`src/rtl/cllim_pkg.sv`:
```
package cllim_pkg;

  localparam int SAMPLE_BITS   = 24;
  localparam int COEF_BITS     = 16;
  localparam int GAIN_BITS     = COEF_BITS + 1;
  localparam int ENV_BITS      = SAMPLE_BITS - 1;
  localparam int DEF_NUM_BANDS = 4;
  localparam int DEF_MAX_DELAY = 256;

  localparam int PADDR_W = 6;
  localparam int PDATA_W = 64;

  // Shared divider geometry
  localparam int DIV_W       = 24;
  localparam int STEP_W      = 5;
  localparam int GAIN_STEPS  = 16;
  localparam int BLEND_STEPS = 22;

  localparam logic [GAIN_BITS-1:0] UNITY = GAIN_BITS'(65536);

  // Register indexes
  localparam logic [2:0] REG_ACTIVE_BANDS = 3'd0;
  localparam logic [2:0] REG_THRESHOLD    = 3'd1;
  localparam logic [2:0] REG_ATTACK       = 3'd2;
  localparam logic [2:0] REG_RELEASE      = 3'd3;
  localparam logic [2:0] REG_DELAY        = 3'd4;

  localparam logic [2:0]  RST_ACTIVE_BANDS = 3'd4;
  localparam logic [63:0] RST_THRESHOLD    = 64'd9245186680414896205;
  localparam logic [63:0] RST_ATTACK       = 64'd18066747056855841465;
  localparam logic [63:0] RST_RELEASE      = 64'd18439425612644220901;
  localparam logic [63:0] RST_DELAY        = 64'd13511005043687472;

  typedef struct packed {
    logic [2:0]  active_bands;
    logic [63:0] threshold_word;
    logic [63:0] attack_word;
    logic [63:0] release_word;
    logic [63:0] delay_word;
  } cfg_t;

  function automatic logic [15:0] field_of(input logic [63:0] word, input logic [1:0] idx);
    logic [63:0] sh;
    sh = word >> {idx, 4'b0000};
    return sh[15:0];
  endfunction

endpackage

```
`src/rtl/cllim_cfg.sv`:
```
module cllim_cfg (
  input  logic                          clk,
  input  logic                          rst,
  input  logic                          psel,
  input  logic                          penable,
  input  logic                          pwrite,
  input  logic [cllim_pkg::PADDR_W-1:0] paddr,
  input  logic [cllim_pkg::PDATA_W-1:0] pwdata,
  output logic [cllim_pkg::PDATA_W-1:0] prdata,
  output logic                          pready,
  output cllim_pkg::cfg_t               cfg
);
  import cllim_pkg::*;

  logic [2:0] idx;

  assign idx    = paddr[5:3];
  assign pready = 1'b1;

  always_ff @(posedge clk) begin
    if (rst) begin
      cfg.active_bands   <= RST_ACTIVE_BANDS;
      cfg.threshold_word <= RST_THRESHOLD;
      cfg.attack_word    <= RST_ATTACK;
      cfg.release_word   <= RST_RELEASE;
      cfg.delay_word     <= RST_DELAY;
    end else if (psel && penable && pwrite) begin
      unique case (idx)
        REG_ACTIVE_BANDS: cfg.active_bands   <= pwdata[2:0];
        REG_THRESHOLD:    cfg.threshold_word <= pwdata;
        REG_ATTACK:       cfg.attack_word    <= pwdata;
        REG_RELEASE:      cfg.release_word   <= pwdata;
        REG_DELAY:        cfg.delay_word     <= pwdata;
        default: ;
      endcase
    end
  end

  always_comb begin
    unique case (idx)
      REG_ACTIVE_BANDS: prdata = {61'd0, cfg.active_bands};
      REG_THRESHOLD:    prdata = cfg.threshold_word;
      REG_ATTACK:       prdata = cfg.attack_word;
      REG_RELEASE:      prdata = cfg.release_word;
      REG_DELAY:        prdata = cfg.delay_word;
      default:          prdata = '0;
    endcase
  end

endmodule

```
`config.mk`:
```
export PLATFORM = sky130hd
export DESIGN_NAME = cllim_cfg
export DESIGN_NICKNAME = d
export VERILOG_FILES = /design/src/rtl/cllim_pkg.sv /design/src/rtl/cllim_cfg.sv
export SDC_FILE = /design/constraint.sdc
export NUM_CORES = 1
export LEC_CHECK = 0
export BUFFER_PORTS_ARGS = -buffer_cell sky130_fd_sc_hd__buf_2
export CAP_MARGIN = 20
export CORE_ASPECT_RATIO = 0.6
export CORE_MARGIN = 10
export CORE_UTILIZATION = 26
export DETAILED_ROUTE_END_ITERATION = 8
export SYNTH_ARGS = -nofsm -noshare
export SYNTH_HDL_FRONTEND = slang
export SYNTH_SLANG_ARGS = --single-unit
```
`constraint.sdc`:
```
create_clock -name clk -period 1.6 [get_ports clk]
set_input_delay 0.32 -clock clk [delete_from_list [all_inputs] [get_ports clk]]
set_output_delay 0.32 -clock clk [all_outputs]
set_load 0.01 [all_outputs]
```
## Yosys cells after proc, flatten, opt, wreduce, memory -nomap -nowiden

Cells that the tools add are included.

- Bits in registers: 259
- Input port bits: 75
- Output and inout port bits: 324
- Logic and storage cells: 18

- Eq/ne operators: 4
- Muxes and demuxes: 1
- Reduce and logical (&&, ||, !) cells: 8

Operator list:

| operator | count |
|---|---|
| $pmux 64 s5 | 1 |
| $reduce_and 2->1 | 5 |
| $eq 3x2->1 const B | 2 |
| $eq 3x1->1 const B | 1 |
| $eq 3x3->1 const B | 1 |
| $logic_not 3->1 | 1 |
| $logic_and 1x1->1 | 2 |

## Longest topological paths before layout

- Word-level depth: 3
- Mapped depth: 7
- Gate-level depth less buffers: 3

## Least setup slack after synthesis

Ideal clock, no wire load.

- Path type: input port to output port
- From: input paddr[4] (netlist name)
- To: output prdata[46] (netlist name)
- Arrival time: 1405 ps
- Required time: 1280 ps
- Slack: -125 ps
- Stages: 6
- Buffers on the path: 3
- Cells stage by stage: buf_4 -> buf_6 -> buf_4 -> mux2_2 -> a22oi_1 -> o21ai_0

- Longest elaborated chain between the ends: 2
- Elaborated cells between the ends (all ways): 6
- Those cells by class: eq/ne (4); mux (1); reduce/logical (1)

Ends and longest elaborated chain:

| what | RTL line | text |
|---|---|---|
| start: declaration | cllim_cfg.sv:7 | `input logic [cllim_pkg::PADDR_W-1:0] paddr,` |
| $eq 3x3->1 (tied with other cells) | cllim_cfg.sv:40 | `unique case (idx)` |
| $pmux 64 s5 (*) | cllim_cfg.sv:40 |  |
| end: declaration | cllim_cfg.sv:9 | `output logic [cllim_pkg::PDATA_W-1:0] prdata,` |

Mark *: on every way between the ends. The rest lies on a longest branch, timed or not.

## Worst setup path after layout

- From: register cfg[229] (netlist name)
- To: output prdata[37] (netlist name)

- Longest elaborated chain between the ends: 1

Ends and longest elaborated chain:

| what | RTL line | text |
|---|---|---|
| start: declaration | cllim_cfg.sv:11 | `output cllim_pkg::cfg_t cfg` |
| $pmux 64 s5 | cllim_cfg.sv:40 |  |

Every way passes these cells.

==> tab_implementation.tex <==
\begin{tabular}{lr}
\hline
Metric & Value \\
\hline
\multicolumn{2}{l}{\textbf{Pwr}} \\
Relative contribution of the clock network to total power & 0.425 \\
Power share of the sequential group & 0.458 \\
Worst ir drop on vdd & 0.643 mV \\
Switching power share of the total & 0.262 \\
Share of total power in combinational logic & 0.118 \\
Sw power & 0.00374 W \\
Total internal power & 0.0106 W \\
Cell leakage power & 7.79 nW \\
Power density cells & 816 nW/um2 \\
\multicolumn{2}{l}{\textbf{Logic synthesis}} \\
Number of synthesized flops with an enable pin & 0 \\
Async set or reset register ratio after synthesis & 0 \\
Sequential element share of the synthesized area & 0.423 \\
Warning count from the yosys run & 0 \\
Syn Nets & 1407 \\
Number of instances in the synthesized netlist & 1332 \\
Count of different cell masters after synthesis & 32 \\
Cell taking the most area after synthesis & sky130\_fd\_sc\_hd\_\_dfxtp\_1 \\
Post-Synthesis Cell Area & 12300 um2 \\
Synthesized area per cell & 9.21 um2 \\
Cells taking the most area after synthesis & sky130\_fd\_sc\_hd\_\_dfxtp\_1 42\%, sky130\_fd\_sc\_hd\_\_mux2i\_1 18\%, sky130\_fd\_sc\_hd\_\_nand2b\_1 7.8\%, sky130\_fd\_sc\_hd\_\_nor2\_1 5.7\%, sky130\_fd\_sc\_hd\_\_mux2\_2 5.7\% \\
Portion of synthesized cell area occupied by the leading cell type & 0.423 \\
Number of register bits inferred by synthesis & 259 \\
Top flip-flop cell by instance count after synthesis & sky130\_fd\_sc\_hd\_\_dfxtp\_1 \\
\multicolumn{2}{l}{\textbf{Route}} \\
Iter 0 DRT Violations & 721 \\
Remaining DRCs & 0 \\
DR vias/cell & 4.79 \\
Post-route antenna net violation count & 0 \\
Final wirelength & 52200 um \\
Routed length per instance & 21.3 um \\
Overall via count from detail\_route & 11754 \\
First drt pass iteration count & 7 \\
\multicolumn{2}{l}{\textbf{STA}} \\
Final critical-path required period & 1.95 ns \\
Minimum setup slack in the final design & -0.353 ns \\
Worst setup skew after layout & 0 ns \\
Number of hold-slack violations in the final timing report & 0 \\
Setup repair after global routing missed its margin & true \\
Top achievable clock speed & 512 MHz \\
Final count of negative-setup-slack endpoints & 64 \\
Final Cycle Share & 1.22 \\
Number of max-slew violations in the final report & 0 \\
\multicolumn{2}{l}{\textbf{Worst setup path}} \\
Setup slack on the worst flop-to-flop path & 0.76 ns \\
Kind of end point of the critical path & output pin \\
Reg2Reg Launch Point & cfg[255] \\
R2r endpoint & cfg[255] \\
Worst reg2reg path depth & 4 \\
Critical path startpoint category & register \\
WP data required & 1.28 ns \\
Data arrival at the endpoint of the critical path & 1.63 ns \\
Critical path fanouts, max & 2 \\
WS Path Type & reg2out \\
\multicolumn{2}{l}{\textbf{Floorplanning}} \\
Chip width & 300 um \\
Die Ht & 188 um \\
Area of the core & 46500 um2 \\
\# IOs & 399 \\
Effective utilization at floorplan & 0.264 \\
Die area & 56600 um2 \\
Number of placement rows & 61 \\
\multicolumn{2}{l}{\textbf{Clock tree}} \\
Clock latency on the worst-skew pair & 0.54 ns \\
Number of CTS-inserted buffers & 27 \\
Master cell of the clock root buffer & sky130\_fd\_sc\_hd\_\_clkbuf\_16 \\
TritonCTS clock tree & built \\
Clock transition at path regs & 0.07 ns \\
Largest buffer count on any clock path & 3 \\
Sinks on the clock net & 259 \\
H-tree lvl count & 1 \\
\multicolumn{2}{l}{\textbf{Cells and area}} \\
Registers with the most flip-flops & cfg x259 \\
Final core utilization & 0.377 \\
Share of post-route cells with drive strength above 1 & 0.474 \\
Flip-flop count of the largest register, all copies and words added & 259 \\
Antenna diodes & 0 \\
NumNets Final & 1880 \\
Register with the highest flop count & cfg \\
Area growth from synthesis to layout & 42.9\% \\
\multicolumn{2}{l}{\textbf{Min path}} \\
Worst-case hold path end point & cfg[83] \\
Number of cells on the worst hold path & 3 \\
Hold path startpoint & pwdata[19] \\
Hold crit path type & in2reg \\
\multicolumn{2}{l}{\textbf{GRT}} \\
First-pass GRT wire length & 75900 um \\
Vias in the first global route & 11925 \\
Leftover overflow at the end of global routing & 0 \\
Largest net degree at the start of global routing & 55 \\
Global-route usage over all layers & 0.171 \\
Initial antenna violation count & 2 \\
\multicolumn{2}{l}{\textbf{Placed design}} \\
Routability congestion estimate from global placement & 0.845 \\
Port bufs & 394 \\
Post-Place Setup Slack & -0.315 ns \\
HPWL Detailed & 37400 um \\
\multicolumn{2}{l}{\textbf{Outcome}} \\
Failing checks & setup timing \\
Status & finished, violations left \\
\multicolumn{2}{l}{\textbf{Job}} \\
Total of max-cap violations & 0 \\
\hline
\end{tabular}
==> worst max-delay path, cell delays in order, from the launching register on <==
cell,delay [ns]
sky130_fd_sc_hd__dfxtp_2,0.33
sky130_fd_sc_hd__mux2_2,0.27
sky130_fd_sc_hd__a22oi_2,0.12
sky130_fd_sc_hd__buf_4,0.15
sky130_fd_sc_hd__o21ai_2,0.06
sky130_fd_sc_hd__buf_2,0.14
==> what timing repair did <==
item / 4_1_cts / 5_1_grt
gates resized for setup: 101 / 122
endpoints found under the hold margin: 4 / 0
endpoints found under the setup margin: 64 / 64
setup buffers: 51 / 20
hold buffers: 4 / 0
pin swaps: 13 / 14
cloned: 1 / 1
==> area by class of cell <==
cell class	instances	area, um2
clock buffer	40	764
clock inverter	9	61.3
fill	4674	29000
multi-input combinational	953	6880
sequential	259	5350
tap	630	788
timing repair buffer	564	3690
==> layout by cell type (no fill, tap or decap), drive strengths merged <==
| master | count |
|---|---|
| clkinv | 5 |
| mux2i | 225 |
| nand4b | 1 |
| conb | 1 |
| and4b | 1 |
| nand3 | 39 |
| buf | 559 |
| clkinvlp | 1 |
| a22oi | 61 |
| o21a | 2 |
| a221o | 1 |
| nor2 | 189 |
| dfxtp | 259 |
| nand3b | 3 |
| a21oi | 39 |
| o21ai | 97 |
| nand2b | 153 |
| nor2b | 2 |
| o31ai | 7 |
| and4 | 1 |
| nand2 | 65 |
| nand4 | 1 |
| dlygate4sd3 | 4 |
| clkbuf | 41 |
| nor3b | 2 |
| mux2 | 62 |
| inv | 3 |
| nor3 | 1 |
==> how the worst max path moves through the flow <==
| stage | start | end | cells past startpoint |
|---|---|---|---|
| after floorplan | paddr[5] | prdata[10] | 6 |
| after global placement | paddr[4] | prdata[43] | 7 |
| after detailed placement | paddr[4] | prdata[37] | 7 |
| after CTS | cfg[229] | prdata[37] | 5 |
| after global routing | cfg[229] | prdata[37] | 5 |
| final | cfg[229] | prdata[37] | 5 |
==> cells by family (layout without fill, tap and decap cells) <==
kind of cell           Yosys count  after routing  synth area share
and+or+nand+nor                458            458             0.185
muxes                          287            287             0.241
DFF                            259            259             0.423
AOI/OAI and AO/OA              207            207            0.0991
buffers and inverters          120            613            0.0528
other                            1              1          0.000306
==> power by group through the flow <==
stage	sequential, W	clock, W	combinational (W)
global route	0.00654	0.00648	0.00180
floorplan	0.00669	0	0.000823
detailed placement	0.00668	0	0.00152
global placement	0.00668	0	0.00150
CTS	0.00654	0.00623	0.00160
finish	0.00654	0.00607	0.00168
==> cell usage after synthesis (all sizes together), types with 39 or more instances <==
master  number
mux2        62
clkbuf      52
nand2b     153
o21ai       97
a21oi       39
mux2i      225
nor2       189
dfxtp      259
buf         68
nand3       39
nand2       65
a22oi       61
==> stage by stage <==
stage               cell area, um2  hold slack (ns)  instances  total power (W)  TNS, ns
floorplan                    12300            0.468       1332          0.00752    -2.70
global placement             15500            0.474       2329          0.00818   -19.10
detailed placement           15500            0.477       2329          0.00821   -23.15
CTS                          17000        0.0000907       2434           0.0144   -18.37
global route                 17500          0.00755       2455           0.0148   -18.34
finish                       17500           0.0289       2455           0.0143   -13.98
==> routing by layer <==
layer | up-vias | routed length (um) | share of wire | global-route usage
met4 | 0 | 964 | 0.018 | 0.0334
met3 | 63 | 3820 | 0.073 | 0.0425
met2 | 401 | 24200 | 0.46 | 0.281
met1 | 5762 | 23200 | 0.44 | 0.223
met5 | - | 0 | 0 | 0
li1 | 5528 | - | - | -
(Power assumes the default switching activity.)
