--- config.mk ---
export PLATFORM = sky130hd
export DESIGN_NAME = cllim_div
export DESIGN_NICKNAME = d
export VERILOG_FILES = /design/src/rtl/cllim_pkg.sv /design/src/rtl/cllim_div.sv
export SDC_FILE = /design/constraint.sdc
export NUM_CORES = 1
export LEC_CHECK = 0
export ABC_AREA = 1
export BUFFER_PORTS_ARGS = -buffer_cell sky130_fd_sc_hd__buf_2
export CAP_MARGIN = 15
export CORE_MARGIN = 8
export CORE_UTILIZATION = 63
export CTS_BUF_LIST = sky130_fd_sc_hd__clkbuf_8
export CTS_CLUSTER_DIAMETER = 80
export DETAILED_ROUTE_END_ITERATION = 16
export PLACE_DENSITY_LB_ADDON = 0.15
export SYNTH_ARGS = -nofsm -noshare
export SYNTH_HDL_FRONTEND = slang
export SYNTH_SLANG_ARGS = --single-unit
export TNS_END_PERCENT = 50
--- constraint.sdc ---
create_clock -name clk -period 4.2 [get_ports clk]
set_clock_uncertainty 0.1 [all_clocks]
set_input_delay 0.21 -clock clk [delete_from_list [all_inputs] [get_ports clk]]
set_output_delay 0.21 -clock clk [all_outputs]
set_load 0.01 [all_outputs]
--- src/rtl/cllim_pkg.sv ---
package cllim_pkg;

  localparam int SAMPLE_BITS   = 24;
  localparam int COEF_BITS     = 16;
  localparam int GAIN_BITS     = COEF_BITS + 1;
  localparam int ENV_BITS      = SAMPLE_BITS - 1;
  localparam int DEF_NUM_BANDS = 4;
  localparam int DEF_MAX_DELAY = 256;

  localparam int PADDR_W = 6;
  localparam int PDATA_W = 64;

  // Shared divider geometry
  localparam int DIV_W       = 24;
  localparam int STEP_W      = 5;
  localparam int GAIN_STEPS  = 16;
  localparam int BLEND_STEPS = 22;

  localparam logic [GAIN_BITS-1:0] UNITY = GAIN_BITS'(65536);

  // Register indexes
  localparam logic [2:0] REG_ACTIVE_BANDS = 3'd0;
  localparam logic [2:0] REG_THRESHOLD    = 3'd1;
  localparam logic [2:0] REG_ATTACK       = 3'd2;
  localparam logic [2:0] REG_RELEASE      = 3'd3;
  localparam logic [2:0] REG_DELAY        = 3'd4;

  localparam logic [2:0]  RST_ACTIVE_BANDS = 3'd4;
  localparam logic [63:0] RST_THRESHOLD    = 64'd9245186680414896205;
  localparam logic [63:0] RST_ATTACK       = 64'd18066747056855841465;
  localparam logic [63:0] RST_RELEASE      = 64'd18439425612644220901;
  localparam logic [63:0] RST_DELAY        = 64'd13511005043687472;

  typedef struct packed {
    logic [2:0]  active_bands;
    logic [63:0] threshold_word;
    logic [63:0] attack_word;
    logic [63:0] release_word;
    logic [63:0] delay_word;
  } cfg_t;

  function automatic logic [15:0] field_of(input logic [63:0] word, input logic [1:0] idx);
    logic [63:0] sh;
    sh = word >> {idx, 4'b0000};
    return sh[15:0];
  endfunction

endpackage

--- src/rtl/cllim_div.sv ---
module cllim_div (
  input  logic                              clk,
  input  logic                              rst,
  input  logic                              start,
  input  logic [cllim_pkg::DIV_W-1:0]       rem_init,
  input  logic [cllim_pkg::DIV_W-1:0]       num,
  input  logic [cllim_pkg::DIV_W-1:0]       divisor,
  input  logic [cllim_pkg::STEP_W-1:0]      steps,
  output logic                              done,
  output logic [cllim_pkg::DIV_W-1:0]       quot
);
  import cllim_pkg::*;

  logic              busy;
  logic [STEP_W-1:0] cnt;
  logic [DIV_W-1:0]  rem;
  logic [DIV_W-1:0]  sh;
  logic [DIV_W-1:0]  dvs;
  logic [DIV_W:0]    trial;
  logic [DIV_W+1:0]  diff;
  logic              ge;

  // One restoring step: bring down the next dividend bit, subtract if it fits
  assign trial = {rem, sh[DIV_W-1]};
  assign diff  = {1'b0, trial} - {2'b00, dvs};
  assign ge    = ~diff[DIV_W+1];

  always_ff @(posedge clk) begin
    if (rst) begin
      busy <= 1'b0;
      done <= 1'b0;
      cnt  <= '0;
    end else begin
      done <= 1'b0;
      if (start) begin
        busy <= 1'b1;
        cnt  <= steps;
      end else if (busy) begin
        cnt <= cnt - STEP_W'(1);
        if (cnt == STEP_W'(1)) begin
          busy <= 1'b0;
          done <= 1'b1;
        end
      end
    end
  end

  always_ff @(posedge clk) begin
    if (start) begin
      rem  <= rem_init;
      sh   <= num;
      dvs  <= divisor;
      quot <= '0;
    end else if (busy) begin
      rem  <= ge ? diff[DIV_W-1:0] : trial[DIV_W-1:0];
      sh   <= {sh[DIV_W-2:0], 1'b0};
      quot <= {quot[DIV_W-2:0], ge};
    end
  end

endmodule

Word-level counts from Yosys, hierarchy flattened. Cells that the tools add are included.

Bits of input ports: 80. Latch bits: 0. ROM bits: 0. Flip-flop bits (word level): 103. RAM bits: 0. Memories kept: 0.

Equal/unequal tests: 1. Div/mod/pow operators: 0. Add/subtract/negate cells: 2. Muxes and demuxes: 11. Bitwise gates (word level): 2. Shifts and indexed selects: 0. Reduce and logical (&&, ||, !) cells: 2. Magnitude comparators: 0. $mul: 0.

Operators by type and width (count): 2-to-1 mux 24 bit (5); subtractor 25 x 24 -> 26 bit (1); 2-to-1 mux 5 bit (2); equality test 5 x 1 -> 1 bit, second input constant (1); subtractor 5 x 1 -> 5 bit, second input constant (1); 2-to-1 mux 1 bit (4); OR reduction 3 bit (1); NOT 1 bit (2); nonzero test 2 bit (1).

Longest topological paths before layout. Gate-level depths: netlist of the first run.

Depth after elaboration: 4. Mapped depth: 15. Mapped depth without buffers: 15.

Worst setup path before layout of the first run. No wires, ideal clock.

Path type: reg-to-reg. Start: register busy. End: register rem[0], enable pin. Buffers on the path: 1. Cell stages (with the launch flop): 4. Setup time: 431 ps. Arrival: 2040 ps. Required time: 3669 ps. Clock period less this slack: 2571 ps. Path slack: 1629 ps. Cell sequence: dfxtp_1 -> nor2_1 -> clkinv_1 -> clkbuf_1.

Word-level cells in the longest chain between the ends: 1.

RTL lines: start, declared (line cllim_div.sv:14) `logic busy;`; start signal, assigned (line cllim_div.sv:30) `busy <= 1'b0;`; start signal, assigned (line cllim_div.sv:36) `busy <= 1'b1;`; start signal, assigned (line cllim_div.sv:41) `busy <= 1'b0;`; nonzero test 2 bit (no source line); end signal, assigned (line cllim_div.sv:50) `rem <= rem_init;`; end signal, assigned (line cllim_div.sv:55) `rem <= ge ? diff[DIV_W-1:0] : trial[DIV_W-1:0];`; end, declared (line cllim_div.sv:16) `logic [DIV_W-1:0] rem;`.

No other way between the ends. A chain may end at the register's enable or synchronous reset.

Final worst setup path of the first run.
Start: register rem[19]. End: register rem[8] (data pin).

Word-level cells in the longest chain between the ends: 4.

RTL lines: subtractor 25 x 24 -> 26 bit (line cllim_div.sv:25) `assign diff = {1'b0, trial} - {2'b00, dvs};`; 2-to-1 mux 24 bit (line cllim_div.sv:55); 2-to-1 mux 24 bit (line cllim_div.sv:54) `end else if (busy) begin`; 2-to-1 mux 24 bit (line cllim_div.sv:49) `if (start) begin`.

No other way between the ends. The select of a mux whose other input is x is not followed.

==> results.cfg, run 1 <==
[global_routing]
grt_max_degree = 80
grt-ovfl-total = 0
grt_pass1_wl_um = 26600
antenna_found_initial = 1
grtUsageTotal_pct = 25.0
grt_pass1_vias = 5772

[clocking]
ctsResizeCount = 0
cts.path.max_buffers = 2
cts.clk_slew.worst_paths_ns = 0.10
clk_latency_ns = 0.37
cts.sinks = 103
ctsHoldBuffers = 43
htree_levels = 3
cts_tree = built
postCtsSetupBuffers = 0
root_buffer = clkbuf_8
numCtsBuffers = 9

[synth]
synth.top_cell.area_share_pct = 34.6
synth_area_um2 = 6260
synth.avg_cell_area_um2 = 7.63
synth_ff_type = edfxtp_1
syn_nets = 927
syn_inst = 820
synth_top_cell_by_area = edfxtp_1
synthTopCellsByArea = edfxtp_1 (35%), nand2_1 (18%), dfxtp_1 (9.9%)
ys_async_sr_fraction_pct = 0
yosysWarnings = 0
ys_seq_elements = 103
synth_edf_count = 72
yosysSeqAreaShare_pct = 44.5
synth_cell_type_count = 41

[critical_path]
cpPeakStageDelay_ns = 0.48
cp_slowest_cell = a21oi_4
cp.required_ns = 4.34
cp_cell_sequence = ha_1 -> nand2_2 -> nor2_2 -> nand2_2 -> clkinv_1 -> a21oi_4 -> nand2_4 -> nand2_2 -> nand3_1 -> nand2_1
worstSetupPathType = flop to flop
worstPathArrival_ns = 2.87
end_kind = flop
cp_max_fo = 25
start_kind = flop
cpMostUsedCell = nand2_2

[route]
drcViolationCount = 0
viasPerCell = 5.13
via_count = 5650
first_pass_iters = 8
drtAntennaViolNets = 0
routed_wl_um = 16000
first_iter_violations = 422
wl_per_cell_um = 14.5

[die]
die_w_um = 116
die_area_um2 = 13400
rows = 36
pin_count = 105
core_area_um2 = 9730
die_h_um = 116
start_util_pct = 64.3

[cells_and_area]
final_cell_mix = nand2_1 (303), inv_1 (147), buf_2 (104)
fin_util_pct = 77.2
ff_latch_area_um2 = 2780
fillerInstances = 712
drive_gt1_share_pct = 17.9
multi_input_area_um2 = 2770
fin_nets = 1070
area_growth_pct = 20.0
final_common_cell = nand2_1

[pwr]
vdd_drop_max_v = 0.000256
power.static_leakage_nw = 3.87
clock_power_share_pct = 20.2
power.share.switching_pct = 37.7
p_seq_share_pct = 40.8
p_per_area_nw_per_um2 = 413
combinationalPowerShare_pct = 39.0
p_sw_mw = 1.17
p_int_mw = 1.93

[placement]
port_buffers = 104
gp_congestion = 0.966
dp_hpwl_um = 11200

[sta]
finalCriticalPeriod_ns = 2.73
tns_ns = 0
post-route-period-util_pct = 65.0
worst_pin_slew_ns = 0.852
fmax_mhz = 366
max-slew-margin-rel_pct = 43.1
maxSlewViolCount = 0
setup_viol = 0
hold_viol_final = 0
rsz0062_at_grt = no

[min_path]
hold_path.class = primary input to flop

[run_status]
status = complete, no violations

[job]
max_cap_viol_count = 0
==> power by group through the flow <==
stage	clock (mW)	combinational, mW	sequential, mW
2_1_floorplan	0	0.915	1.27
4_1_cts	0.630	1.19	1.27
5_1_grt	0.679	1.36	1.28
3_3_place_gp	0	1.13	1.28
6_report	0.626	1.21	1.26
3_5_place_dp	0	1.15	1.29
==> flip-flops by register name (all words and copies together) (netlist names) <==
signal	cells
quot	24
sh	24
dvs	24
done	1
busy	1
cnt	5
rem	24
==> Yosys cell counts, drive strengths merged, types with 2 or more instances <==
master	number
nand2	333
inv	151
edfxtp	72
nand3	54
nor2	33
dfxtp	31
ha	26
nand3b	25
o22ai	22
a21oi	12
buf	12
clkbuf	9
xnor2	9
o21ai	7
nand4	5
clkinv	4
a31oi	3
nor3	3
o21bai	2
or2	2
==> critical path, delay by kind of cell, from the launching register on <==
family	cells	cell delay, ns
AOI/OAI and AO/OA	1	0.48
adders and majority gates	1	0.42
buffers and inverters	1	0.11
DFF	1	0.41
and+or+nand+nor	7	1.05
==> worst paths after layout <==
check,from,end,slack (ns),depth (start not counted)
setup / recovery,rem[19],rem[8],1.47,10
setup reg to reg,rem[19],rem[8],1.47,10
hold / removal,num[19],sh[19],0.01,3
hold reg to reg,quot[23],quot[23],0.39,2
==> kinds of logic (layout without fill, tap and decap cells) <==
family | after synthesis | in the layout | synth area share, %
fa+ha+maj | 27 | 27 | 5.52
simple gates | 457 | 457 | 32.7
xor+xnor | 10 | 10 | 1.40
compound gates | 47 | 47 | 4.62
buf+inv | 176 | 324 | 11.3
other cells | 0 | 1 | 0
flops | 103 | 103 | 44.5
==> layout make-up <==
class                   count  share of cell area (%)
flip-flops and latches    103                    37.1
multi-input cells         541                    36.8
repair buffers            153                    13.4
inverters                 155                    7.75
well taps                 133                    2.22
clock buffers              11                    2.02
clock inverters             5                   0.650
diodes                      1                  0.0333
==> layer usage <==
metal | vias up | GRT usage (%) | wire, µm
met1 | 2551 | 30.2 | 6600
met4 | 0 | 10.7 | 377
met2 | 201 | 42.3 | 7910
met3 | 34 | 5.21 | 1100
li1 | 2864 | - | -
met5 | - | 0 | 0
==> metrics by stage <==
stage	instances	hold WS, ns	instance area, µm²	total power [mW]	setup WS (ns)
final	1102	0.0103	7510	3.10	1.47
after global routing	1102	0.00614	7510	3.32	1.26
after CTS	1100	0.00113	7480	3.09	1.50
after detailed placement	1041	0.288	6850	2.44	1.56
after global placement	1041	0.286	6850	2.41	1.60
after floorplan	820	0.179	6260	2.19	1.63
Note: power is estimated with default switching activity, not from simulation.
==> run 2: changes to the inputs <==
- CORE_UTILIZATION: 63 -> 53
- clock period: 4.2 -> 2.5 ns (I/O delays scaled with it)
==> run 2 against run 1 <==
Setup slack worse by 1.3 ns; hold slack better by 0.027 ns; combinational power is 81% higher; sequential cell count stayed put; largest power group is now combinational cells; critical endpoint is now rem[9].
==> results.cfg, run 2 (same netlist as run 1, synthesis figures left out) <==
[job]
max_cap_viol_count = 0

[critical_path]
critPathTopFamily = simple AND/OR/NAND/NOR gates
worstPathArrival_ns = 2.40
worstSetupPathType = flop to flop
cpMostUsedCell = nand2_1
cp_cell_sequence = ha_2 -> nand2_1 -> inv_2 -> nand2_1 -> nand2_1 -> clkinv_1 -> nand2_2 -> a21oi_4 -> buf_12 -> nand2_4 -> buf_12 -> nand2_2 -> nand3_1 -> nand2_1
cpPeakStageDelay_ns = 0.42
start_kind = flop
reg2reg_depth = 14
worstReg2RegEnd = rem[9]
reg2reg_from = rem[15]
critPathBufInv = 4
cp_max_fo = 15
reg2reg_slack_ns = 0.15
cp_slowest_cell = edfxtp_1
end_kind = flop
cp.required_ns = 2.55

[die]
pin_count = 105
rows = 39
start_util_pct = 54.6
die_area_um2 = 15500
die_h_um = 125
core_area_um2 = 11500
die_w_um = 125

[global_routing]
grt_max_degree = 50
grt_pass1_wl_um = 28500
grt-ovfl-total = 0
antenna_found_initial = 0
grt_pass1_vias = 6003
grtUsageTotal_pct = 22.2

[sta]
post-route-period-util_pct = 93.9
fmax_mhz = 426
maxSlewViolCount = 0
worst_pin_slew_ns = 0.624
fin_ws_ns = 0.153
tns_ns = 0
finalCriticalPeriod_ns = 2.35
hold_viol_final = 0
setup_viol = 0
rsz0062_at_grt = no
max-slew-margin-rel_pct = 58.4

[clocking]
root_buffer = clkbuf_8
clk_latency_ns = 0.39
htree_levels = 3
postCtsSetupBuffers = 0
cts.path.max_buffers = 2
numCtsBuffers = 9
cts_tree = built
cts.clk_slew.worst_paths_ns = 0.10
cts.sinks = 103

[cells_and_area]
diodes = 0
fin_util_pct = 70.1
drive_gt1_share_pct = 18.7
final_cell_mix = nand2_1 (303), inv_1 (147), buf_2 (104)
final_common_cell = nand2_1
area_growth_pct = 28.5
fillerInstances = 927
fin_nets = 1117

[pwr]
power.static_leakage_nw = 4.09
clock_power_share_pct = 21.4
p_sw_mw = 2.01
vdd_drop_max_v = 0.000505
p_per_area_nw_per_um2 = 684
p_seq_share_pct = 38.7
combinationalPowerShare_pct = 39.9
power.share.switching_pct = 36.6
p_int_mw = 3.48

[route]
viasPerCell = 4.99
via_count = 5775
routed_wl_um = 17100
first_pass_iters = 5
drtAntennaViolNets = 0
drcViolationCount = 0
first_iter_violations = 293
wl_per_cell_um = 14.7

[placement]
dp_hpwl_um = 11900
pre_cts_ws_ns = 0.0556
port_buffers = 104
gp_congestion = 0.900

[run_status]
status = complete, no violations

[min_path]
hold_path_startpoint = rem_init[23]
worstHoldEndpoint = rem[23]
hold_path.class = primary input to flop
whs_path_depth = 3
## run 2: final cells by class
class / count / area, µm² / share of cell area, %
multi-input cells: 541 / 2790 / 34.7
flip-flops and latches: 103 / 2780 / 34.6
repair buffers: 200 / 1480 / 18.5
inverters: 155 / 582 / 7.24
well taps: 143 / 179 / 2.23
clock buffers: 10 / 138 / 1.71
clock inverters: 6 / 81.3 / 1.01
## run 2: worst min-delay path: stages
cell     delay [ns]
buf_2          0.08
nand2_1        0.12
nand2_1        0.10
## run 2: metrics by stage
step	instance area, µm²	instances	power [mW]	hold slack (ns)
after floorplan	6260	820	3.68	0.0944
after global placement	6990	1063	4.18	0.201
after detailed placement	6990	1063	4.21	0.203
after CTS	8000	1158	5.47	0.000119
after global routing	8040	1158	5.86	0.0173
final	8040	1158	5.50	0.0372
## run 2: how the worst max path moves through the flow
stage,from,endpoint,slack (ns),cells past startpoint
floorplan,sh[23],rem[12],0.43,15
global placement,rem[7],rem[19],0.09,11
detailed placement,rem[19],rem[19],0.06,12
CTS,rem[19],rem[19],0.04,12
global route,rem[4],rem[11],0.006,12
finish,rem[15],rem[9],0.15,14
## run 2: routing by layer
layer / global-route usage, % / wire length (µm)
met3: 5.87 / 1030
met1: 26.9 / 7420
met2: 37.0 / 8240
met5: 0 / 0
met4: 8.29 / 369
## run 2: power by group through the flow
stage	registers [mW]	clock network, mW	logic (mW)
detailed placement	2.16	0	2.05
finish	2.13	1.18	2.19
global route	2.15	1.24	2.47
CTS	2.12	1.19	2.16
global placement	2.15	0	2.03
floorplan	2.14	0	1.54
## run 2: timing repair
item | CTS | global route
gates resized for setup | 0 | 9
hold endpoints to repair | 78 | 0
hold buffers | 79 | 0
setup endpoints to repair | 0 | 14
